--- src/rtl/core/uws_pkg.sv ---
// shared types, constants and helpers for the utf-8 whitespace run segmenter
`default_nettype none

package uws_pkg;

   // byte offsets saturate at 2^POSITION_BITS - 1 (legal range 8..32)
   localparam int POSITION_BITS = 16;
   localparam int OUT_BITS      = 16;

   typedef logic [POSITION_BITS-1:0] pos_type;

   localparam pos_type POS_MAX = {POSITION_BITS{1'b1}};

   // decoupling queue between decoder and run merger
   localparam int QUEUE_DEPTH    = 4;
   localparam int QUEUE_PTR_BITS = $clog2(QUEUE_DEPTH);

   typedef logic [1:0] class_type;

   localparam class_type CLASS_WORD    = 2'd0;
   localparam class_type CLASS_SPACE   = 2'd1;
   localparam class_type CLASS_TAB     = 2'd2;
   localparam class_type CLASS_NEWLINE = 2'd3;

   // length of the multi-byte sequence being decoded
   typedef logic [1:0] seq_type;

   localparam seq_type SEQ_NONE  = 2'd0;
   localparam seq_type SEQ_TWO   = 2'd1;
   localparam seq_type SEQ_THREE = 2'd2;
   localparam seq_type SEQ_FOUR  = 2'd3;

   typedef logic [20:0] cp_type;

   localparam cp_type CP_NUL     = 21'h00000;
   localparam cp_type CP_TAB     = 21'h00009;
   localparam cp_type CP_NEWLINE = 21'h0000A;
   localparam cp_type CP_SPACE   = 21'h00020;
   localparam cp_type CP_NBSP    = 21'h000A0;
   localparam cp_type CP_MIN_TWO   = 21'h00080;
   localparam cp_type CP_MIN_THREE = 21'h00800;
   localparam cp_type CP_MIN_FOUR  = 21'h10000;

   typedef struct packed {
      logic [7:0] text_byte;
      logic       end_of_text;
   } req_type;

   typedef struct packed {
      logic [OUT_BITS-1:0] seg_offset;
      logic [OUT_BITS-1:0] seg_length;
      class_type           seg_class;
      logic                truncated;
      logic                last_of_item;
   } rsp_type;

   // one decoded event handed from the decoder to the run merger
   typedef struct packed {
      logic      complete;
      logic      nul;
      class_type seg_class;
      pos_type   cp_start;
      pos_type   after;
      logic      end_of_text;
      logic      truncated;
   } event_type;

   function automatic class_type class_of(input cp_type cp);
      class_type cls;
      if (cp == CP_NEWLINE) begin
         cls = CLASS_NEWLINE;
      end else if (cp == CP_TAB) begin
         cls = CLASS_TAB;
      end else if (cp == CP_SPACE || cp == CP_NBSP) begin
         cls = CLASS_SPACE;
      end else begin
         cls = CLASS_WORD;
      end
      return cls;
   endfunction

   // low output bits of a position
   function automatic logic [OUT_BITS-1:0] to_out(input pos_type p);
      logic [31:0] wide;
      wide = 32'(p);
      return wide[OUT_BITS-1:0];
   endfunction

   function automatic rsp_type make_seg(input pos_type   seg_begin,
                                        input pos_type   seg_end,
                                        input class_type cls,
                                        input logic      trunc);
      rsp_type r;
      pos_type len;
      len            = pos_type'(seg_end - seg_begin);
      r.seg_offset   = to_out(seg_begin);
      r.seg_length   = to_out(len);
      r.seg_class    = cls;
      r.truncated    = trunc;
      r.last_of_item = 1'b0;
      return r;
   endfunction

endpackage

`default_nettype wire

--- src/rtl/core/uws_front.sv ---
// utf-8 decoder and position tracker: turns bytes into codepoint events
`default_nettype none

module uws_front (
   input  wire                  clock,
   input  wire                  reset,
   input  wire                  req_accept,
   input  uws_pkg::req_type     req_data,
   output logic                 ev_push,
   output uws_pkg::event_type   ev_data
);

   uws_pkg::pos_type pos_ff, pos_in;
   logic             trunc_ff, trunc_in;
   logic             stopped_ff, stopped_in;
   logic [1:0]       pend_ff, pend_in;
   uws_pkg::seq_type seq_ff, seq_in;
   uws_pkg::cp_type  acc_ff, acc_in;
   uws_pkg::pos_type cps_ff, cps_in;

   logic             complete;
   logic             malformed;
   uws_pkg::cp_type  cp;
   uws_pkg::pos_type cp_start;
   logic [7:0]       b;
   logic             eot;

   assign b   = req_data.text_byte;
   assign eot = req_data.end_of_text;

   always_comb begin
      pos_in     = pos_ff;
      trunc_in   = trunc_ff;
      stopped_in = stopped_ff;
      pend_in    = pend_ff;
      seq_in     = seq_ff;
      acc_in     = acc_ff;
      cps_in     = cps_ff;
      complete   = 1'b0;
      malformed  = 1'b0;
      cp         = uws_pkg::CP_NUL;
      cp_start   = cps_ff;

      // saturating position
      if (pos_ff == uws_pkg::POS_MAX) begin
         trunc_in = 1'b1;
      end else begin
         pos_in = uws_pkg::pos_type'(pos_ff + uws_pkg::pos_type'(1));
      end

      if (pend_ff != 2'd0) begin
         if (b[7:6] == 2'b10) begin
            acc_in  = {acc_ff[14:0], b[5:0]};
            pend_in = pend_ff - 2'd1;
            if (pend_ff == 2'd1) begin
               complete = 1'b1;
               cp       = acc_in;
               if ((seq_ff == uws_pkg::SEQ_TWO   && acc_in < uws_pkg::CP_MIN_TWO) ||
                   (seq_ff == uws_pkg::SEQ_THREE && acc_in < uws_pkg::CP_MIN_THREE) ||
                   (seq_ff == uws_pkg::SEQ_FOUR  && acc_in < uws_pkg::CP_MIN_FOUR)) begin
                  malformed = 1'b1;
               end
            end
         end else begin
            // broken sequence absorbs this byte
            complete  = 1'b1;
            malformed = 1'b1;
         end
      end else begin
         cp_start = pos_ff;
         cps_in   = pos_ff;
         if (b < 8'h80) begin
            complete = 1'b1;
            cp       = uws_pkg::cp_type'(b);
         end else if (b < 8'hC0 || b >= 8'hF8) begin
            complete  = 1'b1;
            malformed = 1'b1;
         end else if (b < 8'hE0) begin
            acc_in  = uws_pkg::cp_type'(b[4:0]);
            pend_in = 2'd1;
            seq_in  = uws_pkg::SEQ_TWO;
         end else if (b < 8'hF0) begin
            acc_in  = uws_pkg::cp_type'(b[3:0]);
            pend_in = 2'd2;
            seq_in  = uws_pkg::SEQ_THREE;
         end else begin
            acc_in  = uws_pkg::cp_type'(b[2:0]);
            pend_in = 2'd3;
            seq_in  = uws_pkg::SEQ_FOUR;
         end
      end

      // unfinished sequence at end of text
      if (!complete && eot) begin
         complete  = 1'b1;
         malformed = 1'b1;
      end

      if (complete) begin
         pend_in = 2'd0;
         if (!malformed && cp == uws_pkg::CP_NUL) begin
            stopped_in = 1'b1;
         end
      end

      ev_data.complete    = complete;
      ev_data.nul         = complete && !malformed && (cp == uws_pkg::CP_NUL);
      ev_data.seg_class   = malformed ? uws_pkg::CLASS_WORD : uws_pkg::class_of(cp);
      ev_data.cp_start    = cp_start;
      ev_data.after       = pos_in;
      ev_data.end_of_text = eot;
      ev_data.truncated   = trunc_in;

      // stopped: bytes only advance the position
      if (stopped_ff) begin
         stopped_in = stopped_ff;
         pend_in    = pend_ff;
         seq_in     = seq_ff;
         acc_in     = acc_ff;
         cps_in     = cps_ff;
      end

      // end of text restarts everything for the next text
      if (eot) begin
         pos_in     = '0;
         trunc_in   = 1'b0;
         stopped_in = 1'b0;
         pend_in    = 2'd0;
         seq_in     = uws_pkg::SEQ_NONE;
         acc_in     = '0;
         cps_in     = '0;
      end
   end

   assign ev_push = req_accept && !stopped_ff && (complete || eot);

   always_ff @(posedge clock) begin
      if (reset) begin
         pos_ff     <= '0;
         trunc_ff   <= 1'b0;
         stopped_ff <= 1'b0;
         pend_ff    <= 2'd0;
         seq_ff     <= uws_pkg::SEQ_NONE;
         acc_ff     <= '0;
         cps_ff     <= '0;
      end else if (req_accept) begin
         pos_ff     <= pos_in;
         trunc_ff   <= trunc_in;
         stopped_ff <= stopped_in;
         pend_ff    <= pend_in;
         seq_ff     <= seq_in;
         acc_ff     <= acc_in;
         cps_ff     <= cps_in;
      end
   end

endmodule

`default_nettype wire

--- src/rtl/core/uws_queue.sv ---
// small event queue between decoder and run merger
`default_nettype none

module uws_queue (
   input  wire                  clock,
   input  wire                  reset,
   input  wire                  push,
   input  uws_pkg::event_type   push_data,
   output logic                 not_full,
   input  wire                  pop,
   output logic                 head_valid,
   output uws_pkg::event_type   head_data
);

   uws_pkg::event_type                 mem_ff [uws_pkg::QUEUE_DEPTH];
   logic [uws_pkg::QUEUE_PTR_BITS-1:0] wr_ptr_ff, rd_ptr_ff;
   logic [uws_pkg::QUEUE_PTR_BITS:0]   count_ff;

   logic do_push;
   logic do_pop;

   assign not_full   = (count_ff != (uws_pkg::QUEUE_PTR_BITS+1)'(uws_pkg::QUEUE_DEPTH));
   assign head_valid = (count_ff != '0);
   assign head_data  = mem_ff[rd_ptr_ff];
   assign do_push    = push && not_full;
   assign do_pop     = pop && head_valid;

   always_ff @(posedge clock) begin
      if (do_push) begin
         mem_ff[wr_ptr_ff] <= push_data;
      end
   end

   always_ff @(posedge clock) begin
      if (reset) begin
         wr_ptr_ff <= '0;
         rd_ptr_ff <= '0;
         count_ff  <= '0;
      end else begin
         if (do_push) begin
            wr_ptr_ff <= (wr_ptr_ff == (uws_pkg::QUEUE_PTR_BITS)'(uws_pkg::QUEUE_DEPTH - 1)) ?
                         '0 : wr_ptr_ff + (uws_pkg::QUEUE_PTR_BITS)'(1);
         end
         if (do_pop) begin
            rd_ptr_ff <= (rd_ptr_ff == (uws_pkg::QUEUE_PTR_BITS)'(uws_pkg::QUEUE_DEPTH - 1)) ?
                         '0 : rd_ptr_ff + (uws_pkg::QUEUE_PTR_BITS)'(1);
         end
         if (do_push && !do_pop) begin
            count_ff <= count_ff + (uws_pkg::QUEUE_PTR_BITS+1)'(1);
         end else if (do_pop && !do_push) begin
            count_ff <= count_ff - (uws_pkg::QUEUE_PTR_BITS+1)'(1);
         end
      end
   end

endmodule

`default_nettype wire

--- src/rtl/core/uws_back.sv ---
// run merger: joins codepoints into segments and drives the result register
`default_nettype none

module uws_back (
   input  wire                  clock,
   input  wire                  reset,
   input  wire                  ev_valid,
   input  uws_pkg::event_type   ev,
   output logic                 ev_pop,
   output logic                 rsp_valid,
   input  wire                  rsp_ready,
   output uws_pkg::rsp_type     rsp_data
);

   logic                 run_open_ff, run_open_in;
   uws_pkg::class_type   run_class_ff, run_class_in;
   uws_pkg::pos_type     run_start_ff, run_start_in;

   logic                 rsp_valid_ff;
   uws_pkg::rsp_type     rsp_data_ff;
   logic                 hold_valid_ff;
   uws_pkg::rsp_type     hold_data_ff;

   logic                 open_mid;
   uws_pkg::class_type   class_mid;
   uws_pkg::pos_type     start_mid;
   logic                 close_old, nl_seg, flush;
   logic [1:0]           count;
   uws_pkg::rsp_type     seg_a, seg_b, seg_c, res0, res1;
   logic                 out_free;

   always_comb begin
      open_mid  = run_open_ff;
      class_mid = run_class_ff;
      start_mid = run_start_ff;
      close_old = 1'b0;
      nl_seg    = 1'b0;
      if (ev.complete) begin
         if (ev.nul || ev.seg_class == uws_pkg::CLASS_NEWLINE) begin
            close_old = run_open_ff;
            nl_seg    = !ev.nul;
            open_mid  = 1'b0;
         end else if (!(run_open_ff && run_class_ff == ev.seg_class)) begin
            close_old = run_open_ff;
            open_mid  = 1'b1;
            class_mid = ev.seg_class;
            start_mid = ev.cp_start;
         end
      end
      flush = ev.end_of_text && open_mid;
      count = 2'(close_old) + 2'(nl_seg) + 2'(flush);

      if (ev.end_of_text) begin
         run_open_in  = 1'b0;
         run_class_in = uws_pkg::CLASS_WORD;
         run_start_in = '0;
      end else begin
         run_open_in  = open_mid;
         run_class_in = class_mid;
         run_start_in = start_mid;
      end

      seg_a = uws_pkg::make_seg(run_start_ff, ev.cp_start, run_class_ff, ev.truncated);
      seg_b = uws_pkg::make_seg(ev.cp_start, ev.after, uws_pkg::CLASS_NEWLINE, ev.truncated);
      seg_c = uws_pkg::make_seg(start_mid, ev.after, class_mid, ev.truncated);

      res0 = close_old ? seg_a : (nl_seg ? seg_b : seg_c);
      res1 = (close_old && nl_seg) ? seg_b : seg_c;
      res0.last_of_item = (count == 2'd1);
      res1.last_of_item = 1'b1;
   end

   assign out_free = !rsp_valid_ff || rsp_ready;
   assign ev_pop   = ev_valid && !hold_valid_ff && (out_free || count == 2'd0);

   always_ff @(posedge clock) begin
      if (ev_pop) begin
         run_class_ff <= run_class_in;
         run_start_ff <= run_start_in;
      end
      if (hold_valid_ff && out_free) begin
         rsp_data_ff <= hold_data_ff;
      end else if (ev_pop && count != 2'd0) begin
         rsp_data_ff  <= res0;
         hold_data_ff <= res1;
      end
   end

   always_ff @(posedge clock) begin
      if (reset) begin
         run_open_ff   <= 1'b0;
         rsp_valid_ff  <= 1'b0;
         hold_valid_ff <= 1'b0;
      end else begin
         if (ev_pop) begin
            run_open_ff <= run_open_in;
         end
         if (hold_valid_ff && out_free) begin
            rsp_valid_ff  <= 1'b1;
            hold_valid_ff <= 1'b0;
         end else if (ev_pop && count != 2'd0) begin
            rsp_valid_ff  <= 1'b1;
            hold_valid_ff <= (count == 2'd2);
         end else if (out_free) begin
            rsp_valid_ff <= 1'b0;
         end
      end
   end

   assign rsp_valid = rsp_valid_ff;
   assign rsp_data  = rsp_data_ff;

   a_hold_behind_out: assert property (@(posedge clock) disable iff (reset)
      hold_valid_ff |-> rsp_valid_ff)
      else $error("second result held with no first result showing");

   a_pair_fills_hold: assert property (@(posedge clock) disable iff (reset)
      (ev_pop && count == 2'd2) |=> hold_valid_ff)
      else $error("two-result transaction did not park its second result");

   a_first_not_last: assert property (@(posedge clock) disable iff (reset)
      hold_valid_ff |-> !rsp_data_ff.last_of_item)
      else $error("first of a result pair marked last");

   a_no_pop_while_held: assert property (@(posedge clock) disable iff (reset)
      hold_valid_ff |-> !ev_pop)
      else $error("event consumed while a result still waits");

endmodule

`default_nettype wire

--- src/rtl/core/utf8_whitespace_run_segmenter.sv ---
// top level of the utf-8 whitespace run segmenter
`default_nettype none

// channel  direction  handshake              payload
// req      in         req_valid / req_ready  req_data  (text_byte, end_of_text)
// rsp      out        rsp_valid / rsp_ready  rsp_data  (seg_offset, seg_length,
//                                                       seg_class, truncated, last_of_item)
//
// one byte accepted per cycle while the event queue has room; a byte's
// results leave one per cycle while rsp_ready is high, so a byte that causes
// two segments holds up the run merger until its second result has moved into the result register
// a byte's first result passes through a queue entry and then the result register
// synchronous active-high reset clears positions, decoder, run and queue state
// a stalled rsp side backs up the queue; req_ready drops only when it is full

module utf8_whitespace_run_segmenter (
   input  wire                clock,
   input  wire                reset,
   input  wire                req_valid,
   output logic               req_ready,
   input  uws_pkg::req_type   req_data,
   output logic               rsp_valid,
   input  wire                rsp_ready,
   output uws_pkg::rsp_type   rsp_data
);

   logic                 req_accept;
   logic                 ev_push;
   uws_pkg::event_type   ev_in;
   logic                 q_not_full;
   logic                 q_valid;
   uws_pkg::event_type   q_head;
   logic                 q_pop;

   // a transaction is taken whenever the queue can absorb its event
   assign req_ready  = q_not_full;
   assign req_accept = req_valid && req_ready;

   // front: utf-8 decode, classify, track byte offsets and the nul stop
   uws_front u_front (
      .clock      (clock),
      .reset      (reset),
      .req_accept (req_accept),
      .req_data   (req_data),
      .ev_push    (ev_push),
      .ev_data    (ev_in)
   );

   // decoupling between decode and run merge
   uws_queue u_queue (
      .clock      (clock),
      .reset      (reset),
      .push       (ev_push),
      .push_data  (ev_in),
      .not_full   (q_not_full),
      .pop        (q_pop),
      .head_valid (q_valid),
      .head_data  (q_head)
   );

   // back: merge runs of one class and present segments
   uws_back u_back (
      .clock     (clock),
      .reset     (reset),
      .ev_valid  (q_valid),
      .ev        (q_head),
      .ev_pop    (q_pop),
      .rsp_valid (rsp_valid),
      .rsp_ready (rsp_ready),
      .rsp_data  (rsp_data)
   );

endmodule

`default_nettype wire

--- config.mk ---
export PLATFORM = sky130hd
export DESIGN_NAME = utf8_whitespace_run_segmenter
export DESIGN_NICKNAME = d
export VERILOG_FILES = /design/src/rtl/core/uws_pkg.sv /design/src/rtl/core/uws_front.sv /design/src/rtl/core/uws_queue.sv /design/src/rtl/core/uws_back.sv /design/src/rtl/core/utf8_whitespace_run_segmenter.sv
export SDC_FILE = /design/constraint.sdc
export NUM_CORES = 1
export LEC_CHECK = 0
export ABC_AREA = 1
export BUFFER_PORTS_ARGS = -buffer_cell sky130_fd_sc_hd__buf_2
export CORE_UTILIZATION = 55
export DETAILED_ROUTE_END_ITERATION = 10
export PLACE_DENSITY_LB_ADDON = 0.2
export RECOVER_POWER = 50
export SETUP_SLACK_MARGIN = 0.15
export SLEW_MARGIN = 20
export SYNTH_ARGS = -nofsm -noshare
export SYNTH_HDL_FRONTEND = slang
export SYNTH_SLANG_ARGS = --single-unit
--- constraint.sdc ---
create_clock -name clock -period 7.3 [get_ports clock]
set_input_delay 1.46 -clock clock [delete_from_list [all_inputs] [get_ports clock]]
set_output_delay 1.46 -clock clock [all_outputs]
set_load 0.02 [all_outputs]
==> results of run 1 <==
[worst max-delay path by stage]
stage	start	slack, ps	to
after floorplan	register	2570	u_back.rsp_data[0]
after global placement	register	1910	u_back.rsp_data[16]
after detailed placement	register	1820	u_back.rsp_data[16]
after CTS	register	1790	u_back.rsp_data[16]
after global routing	register	1130	u_back.rsp_data[16]
final	register	1750	u_back.rsp_data[16]
[metal layers]
| layer | up-vias | wire length (um) | global-route usage (%) |
|---|---|---|---|
| li1 | 5939 | - | - |
| met1 | 5615 | 16000 | 34.3 |
| met2 | 350 | 17100 | 43.2 |
| met3 | 48 | 2040 | 2.98 |
| met4 | 0 | 663 | 6.70 |
| met5 | - | 0 | 0 |
[synth_stat cells, types with 27 or more instances]
cell type and n:
xor2_1 27, ha_1 53, nor2_1 105, inv_1 158, a21oi_1 159, edfxtp_1 241, nand3_1 59, o21ai_1 59
nand2_1 376, o21ai_0 126, dfxtp_1 65, clkbuf_1 43
[critical path, cell delays in order, from the launching register on]
cell      delay, ps
dfxtp_1         560
inv_2           800
nand3_1         200
nand2_1         160
nor2_1           80
nor2_1          320
nand2_2         490
inv_2           230
nand2_1          70
o21ai_1         140
inv_1            70
ha_1            230
fa_1            410
o21ai_0         380
a21oi_1         250
o21bai_1        250
nand3_1         100
nand2_1          80
xnor2_1         140
nand2_1          70
nand3_1          70
nand2_1          60
nand2_1          60
nand2_1          50
[state kept, by name, indices dropped and copies added, names as in the netlist, named ones only]
name                  count
u_queue.mem_ff          152
u_back.rsp_data          36
u_back.hold_data_ff      35
u_back.run_start_ff      16
u_front.cps_ff           16
u_front.pos_ff           16
u_front.acc_ff           15
u_queue.count_ff          3
u_back.run_class_ff       2
u_front.pend_ff           2
u_front.seq_ff            2
u_queue.rd_ptr_ff         2
u_queue.wr_ptr_ff         2
u_back.hold_valid_ff      1
u_back.rsp_valid          1
u_back.run_open_ff        1
u_front.stopped_ff        1
u_front.trunc_ff          1
[per-stage QoR]
step / setup WS [ps] / instances / hold WS [ps] / utilization [%]
2_1_floorplan: 2570 / 1696 / 437 / -
3_3_place_gp: 1910 / 2071 / 452 / 58.1
3_5_place_dp: 1820 / 2071 / 455 / 58.1
4_1_cts: 1790 / 2132 / 464 / 62.0
5_1_grt: 1130 / 2132 / 477 / 61.5
6_report: 1750 / 2132 / 463 / 61.5
[logic make-up (layout without fill, tap and decap cells)]
group / count (synthesis) / in the layout / share of synthesized area, %
AO/OA/AOI/OAI: 449 / 449 / 16.1
buffers and inverters: 241 / 299 / 6.33
multiplexers: 2 / 2 / 0.128
XOR/XNOR: 38 / 38 / 2.12
AND/OR/NAND/NOR: 602 / 602 / 16.0
flip-flops: 306 / 306 / 54.5
adder cells (fa/ha/maj): 58 / 58 / 4.87
[layout make-up]
class,instances,area [um^2]
clock inverter,15,175
inverter,167,629
clock buffer,46,906
fill,2345,10800
multi-input combinational,1149,6120
tap,378,473
sequential,306,8540
timing repair buffer,71,329
==> impl_metrics.py, run 1 <==
metrics = {
    "status": {
        "status": "finished with violations",
        "violations": "capacitance limit, slew limit",
    },
    "synth": {
        "yosysSeqAreaShare_pct": 54.5,
        "synth-edff-count": 241,
        "synth_area_um2": 15700,
        "synthArstFlopShare_pct": 0,
        "ys_seq_elements": 306,
        "syn_nets": 1767,
        "avgSynthCellArea_um2": 9.24,
        "synth_ff_type": "edfxtp_1",
        "synth_top_area_share_pct": 46.2,
        "synth_area_leaders": "edfxtp_1 (46%), nand2_1 (9.0%), dfxtp_1 (8.3%)",
        "synthDistinctLibCells": 52,
        "yosysTopAreaCell": "edfxtp_1",
        "ys_warn_count": 0,
        "synth_cells": 1696,
    },
    "grt": {
        "grt_pass1_vias": 11400,
        "grtUsageTotal_pct": 25.3,
        "grt_pass1_wl_mm": 57.6,
        "grt_overflow_total": 0,
        "grt_max_degree": 74,
        "antenna_found_initial": 0,
    },
    "worst_hold_path": {
        "min_delay_path_depth": 2,
        "min_from": "u_front.cps_ff[2]",
        "holdPathEnd": "u_front.cps_ff[2]",
        "min-delay-path-class": "reg2reg",
    },
    "final_layout": {
        "diodes": 0,
        "nNetsFinal": 1800,
        "design_area_um2": 17200,
        "drive_above_1_share_pct": 6.44,
        "area_delta_synth_final_pct": 9.60,
        "layout_common_cells": "nand2_1 (377), edfxtp_1 (241), a21oi_1 (159), inv_1 (158), o21ai_0 (133)",
        "layout_commonest_cell": "nand2_1",
    },
    "placed_design": {
        "place_congestion": 0.924,
        "placed_cell_area_um2": 16200,
        "dp_hpwl_mm": 24.9,
        "placement.io_buffers": 50,
    },
    "detailed_routing": {
        "drt-vias-per-instance": 5.61,
        "drc_errors": 0,
        "wl_mm": 35.8,
        "ant_nets": 0,
        "drt_iter0_markers": 899,
        "vias": 12000,
        "wire_per_inst_um": 16.8,
        "first_pass_iters": 5,
    },
    "worst_setup_path": {
        "required_ps": 7550,
        "end_kind": "register",
        "reg2reg_to": "u_back.rsp_data[16]",
        "crit_path_start_kind": "register",
        "crit_fanout": 55,
        "cp.arrival_ps": 5810,
        "worstSetupPathType": "reg2reg",
        "reg2reg_slack_ps": 1750,
        "rr_worst_depth": 23,
    },
    "clock_tree": {
        "insertion_delay_ps": 530,
        "cts_resized": 0,
        "cts.clk_slew.worst_paths_ps": 60,
        "cts_hold_buf": 0,
        "cts_setup_buffers": 0,
        "h-tree-depth": 2,
        "numCtsBuffers": 34,
        "clockBufferDepth": 3,
        "cts.sinks": 306,
        "cts_tree": "yes",
        "cts_root_buffer": "clkbuf_16",
    },
    "sta": {
        "period_minus_slack_ps": 5550,
        "hold_viol_final": 0,
        "finalSetupViolCount": 0,
        "tightestPinTransition_ps": 2430,
        "setup_tns_ps": 0,
        "slew_headroom_pct": -61.8,
        "rsz0062_at_grt": "false",
        "min_period_over_period_pct": 76.1,
        "fmax_ghz": 0.180,
        "maxSlewViolCount": 218,
        "finClkSkew_ps": 25.6,
    },
    "floorplanning": {
        "die_x_um": 171,
        "core_area_um2": 27900,
        "die_area_um2": 29200,
        "die_h_um": 171,
        "initial_core_util_pct": 56.1,
        "num_io_pins": 51,
        "row_count": 61,
    },
    "flow_run": {
        "max_cap_viol_count": 5,
    },
}
Power of run 1 is left out: the tool's default activity adds up to more than one toggle a clock period on the data nets, which glitch-free logic cannot reach.
==> run 2: changes to the inputs <==
Settings changed: ABC_AREA 1 to 0.
Clock period 7.3 ns to 4.6 ns, I/O delays scaled along.
==> run 2 against run 1 <==
- the flow still finishes with violations (capacitance limit, slew limit)
- worst hold slack got worse by 12 ps
- core utilization up 1.7 points
- global-route usage down 2.1 points
- area after synthesis fell by 2.6%
- worst setup slack worse by 1600 ps
- synthesized cell count down 23%
- final area down 0.32%
- clock-buffer cell count shrank 7
- sequential cell count unchanged
- die area fell by 2.6%
- critical endpoint unchanged
==> impl_metrics.py, run 2 <==
metrics = {
    "status": {
        "status": "finished with violations",
        "violations": "capacitance limit, slew limit",
    },
    "detailed_routing": {
        "drt-vias-per-instance": 5.76,
        "vias": 10200,
        "drt_iter0_markers": 746,
        "ant_nets": 0,
        "wire_per_inst_um": 18.2,
        "wl_mm": 32.2,
        "drc_errors": 0,
        "first_pass_iters": 5,
    },
    "synth": {
        "synth_area_um2": 15300,
        "yosysSeqAreaShare_pct": 55.9,
        "synth_ff_type": "edfxtp_1",
        "ys_warn_count": 0,
        "synth_cells": 1312,
        "yosysMostFrequentCell": "edfxtp_1",
        "avgSynthCellArea_um2": 11.6,
        "yosysTopAreaCell": "edfxtp_1",
        "synth_top_area_share_pct": 47.4,
        "synth-edff-count": 241,
        "synthDistinctLibCells": 68,
        "synthArstFlopShare_pct": 0,
        "ys_top_cells_by_count": "edfxtp_1 (241), nor2_1 (151), nand2_1 (120), a21oi_1 (102), dfxtp_1 (65)",
        "syn_nets": 1383,
        "synth_area_leaders": "edfxtp_1 (47%), dfxtp_1 (8.5%), mux4_2 (5.6%)",
        "ys_seq_elements": 306,
    },
    "placed_design": {
        "place_congestion": 0.857,
        "placement.io_buffers": 50,
        "dp_hpwl_mm": 22.3,
        "placed_cell_area_um2": 16000,
        "preCtsSetupSlack_ps": 142,
    },
    "worst_setup_path": {
        "path_buf_inv": 1,
        "crit_path_start_kind": "register",
        "crit_fanout": 4,
        "cp_cell_sequence": "mux4_2, or4b_1, nand3_2, mux2i_2, inv_1, ha_2, fa_2, nand2b_4, a21oi_2, o21ai_1, a21oi_2, a31oi_1, xnor2_1, mux2_4, a221o_1",
        "reg2reg_slack_ps": 200,
        "reg2reg_to": "u_back.rsp_data[16]",
        "cp.depth": 15,
        "required_ps": 4860,
        "cp.arrival_ps": 4670,
        "rr_worst_depth": 15,
        "path_delay_family": "multiplexers",
        "crit_slowest_cell": "or4b_1",
        "cp_slowest_stage_delay_ps": 550,
        "crit_top_cell": "a21oi_2",
        "worstSetupPathType": "reg2reg",
        "end_kind": "register",
    },
    "final_layout": {
        "layout_commonest_cell": "edfxtp_1",
        "nNetsFinal": 1446,
        "largest-register": "u_queue.mem_ff",
        "drive_above_1_share_pct": 10.6,
        "diodes": 0,
        "area_delta_synth_final_pct": 12.2,
        "largest_reg_flops": 152,
        "nFillCells": 2130,
        "design_area_um2": 17100,
        "layout_common_cells": "edfxtp_1 (241), nor2_1 (147), nand2_1 (120), a21oi_1 (100), dfxtp_1 (64)",
    },
    "grt": {
        "grt_max_degree": 64,
        "grt_pass1_wl_mm": 51.9,
        "use_met1_pct": 33.0,
        "grt_pass1_vias": 9881,
        "antenna_found_initial": 1,
        "grt_util_met3_pct": 3.41,
        "grt_overflow_total": 0,
        "grtUsageTotal_pct": 23.2,
        "grt-busiest-layer": "met2",
        "use_met2_pct": 37.4,
    },
    "sta": {
        "fin_ws_ps": 196,
        "maxSlewViolCount": 36,
        "tightestPinTransition_ps": 1520,
        "setup_tns_ps": 0,
        "hold_viol_final": 0,
        "slew_headroom_pct": -1.43,
        "rsz0062_at_grt": "true",
        "hold-worst-slack_ps": 451,
        "period_minus_slack_ps": 4400,
        "min_period_over_period_pct": 95.7,
        "finalSetupViolCount": 0,
        "finClkSkew_ps": 13.4,
        "fmax_ghz": 0.227,
    },
    "floorplanning": {
        "core_area_um2": 27100,
        "die_h_um": 169,
        "num_io_pins": 51,
        "initial_core_util_pct": 56.3,
        "row_count": 60,
        "die_area_um2": 28400,
        "die_x_um": 169,
    },
    "clock_tree": {
        "h-tree-depth": 2,
        "cts.sinks": 306,
        "clockBufferDepth": 3,
        "cts_tree": "yes",
        "cts.clk_slew.worst_paths_ps": 50,
        "numCtsBuffers": 34,
        "insertion_delay_ps": 520,
        "cts_hold_buf": 0,
        "cts_root_buffer": "clkbuf_16",
    },
    "worst_hold_path": {
        "min_delay_path_depth": 2,
        "min_from": "u_front.acc_ff[14]",
        "min-delay-path-class": "reg2reg",
        "holdPathEnd": "u_front.acc_ff[14]",
    },
    "flow_run": {
        "max_cap_viol_count": 1,
    },
}
## run 2: changes by cell type in the layout (fill, tap and decap cells not counted), moves of 38 or more
cell / previous run / this run
o21ai_1: 59 / 21
mux4_2: 0 / 38
inv_1: 158 / 51
nand2_1: 377 / 120
a21oi_1: 159 / 100
nor2_1: 104 / 147
mux2i_1: 2 / 48
o21ai_0: 133 / 40
## run 2: worst max path at each step
stage | to | slack, ps | from
2_1_floorplan | u_back.rsp_data[16] | 130 | register
3_3_place_gp | u_back.rsp_data[16] | 240 | register
3_5_place_dp | u_back.rsp_data[16] | 140 | register
4_1_cts | u_back.rsp_data[16] | 190 | register
5_1_grt | u_back.rsp_data[16] | 90 | register
6_report | u_back.rsp_data[16] | 200 | register
## run 2: logic make-up (layout without fill, tap and decap cells)
family / Yosys count / in the layout / share of synthesized area, %
flip-flops: 306 / 306 / 55.9
adder cells (fa/ha/maj): 58 / 58 / 5.00
multiplexers: 104 / 104 / 10.1
buffers and inverters: 112 / 200 / 2.96
XOR/XNOR: 48 / 48 / 2.75
AO/OA/AOI/OAI: 271 / 271 / 11.0
AND/OR/NAND/NOR: 413 / 413 / 12.3
## run 2: cell type report
| cell class | count | area (um^2) | area share (%) |
|---|---|---|---|
| inverters | 53 | 203 | 1.18 |
| clock inverters | 22 | 246 | 1.44 |
| well taps | 372 | 465 | 2.72 |
| multi-input cells | 894 | 6340 | 37.0 |
| flip-flops and latches | 306 | 8540 | 49.9 |
| clock buffers | 39 | 891 | 5.20 |
| repair buffers | 86 | 438 | 2.56 |
## run 2: per-layer routing
metal	up-vias	part of all wire, %
li1	5002	-
met1	4887	47
met2	282	45
met3	42	5.2
met4	0	2.1
met5	-	0
## run 2: worst register-to-register path, stage by stage, from the launching register on
cell and delay, ps:
dfxtp_2 380, mux4_2 510, or4b_1 550, nand3_2 200, mux2i_2 300, inv_1 80, ha_2 190, fa_2 390
nand2b_4 150, a21oi_2 180, o21ai_1 130, a21oi_2 200, a31oi_1 160, xnor2_1 180, mux2_4 270, a221o_1 290
## run 2: repair_timing
action,CTS,global route
resized for setup,0,6
setup buffers,0,1
setup endpoints to repair,0,6
## run 2: stage by stage
stage          std cells  utilization [%]
5_1_grt             1772             63.2
6_report            1772             63.2
2_1_floorplan       1312                -
4_1_cts             1771             63.4
3_5_place_dp        1710             59.2
3_3_place_gp        1710             59.2
Power of run 2 is left out for the same reason.
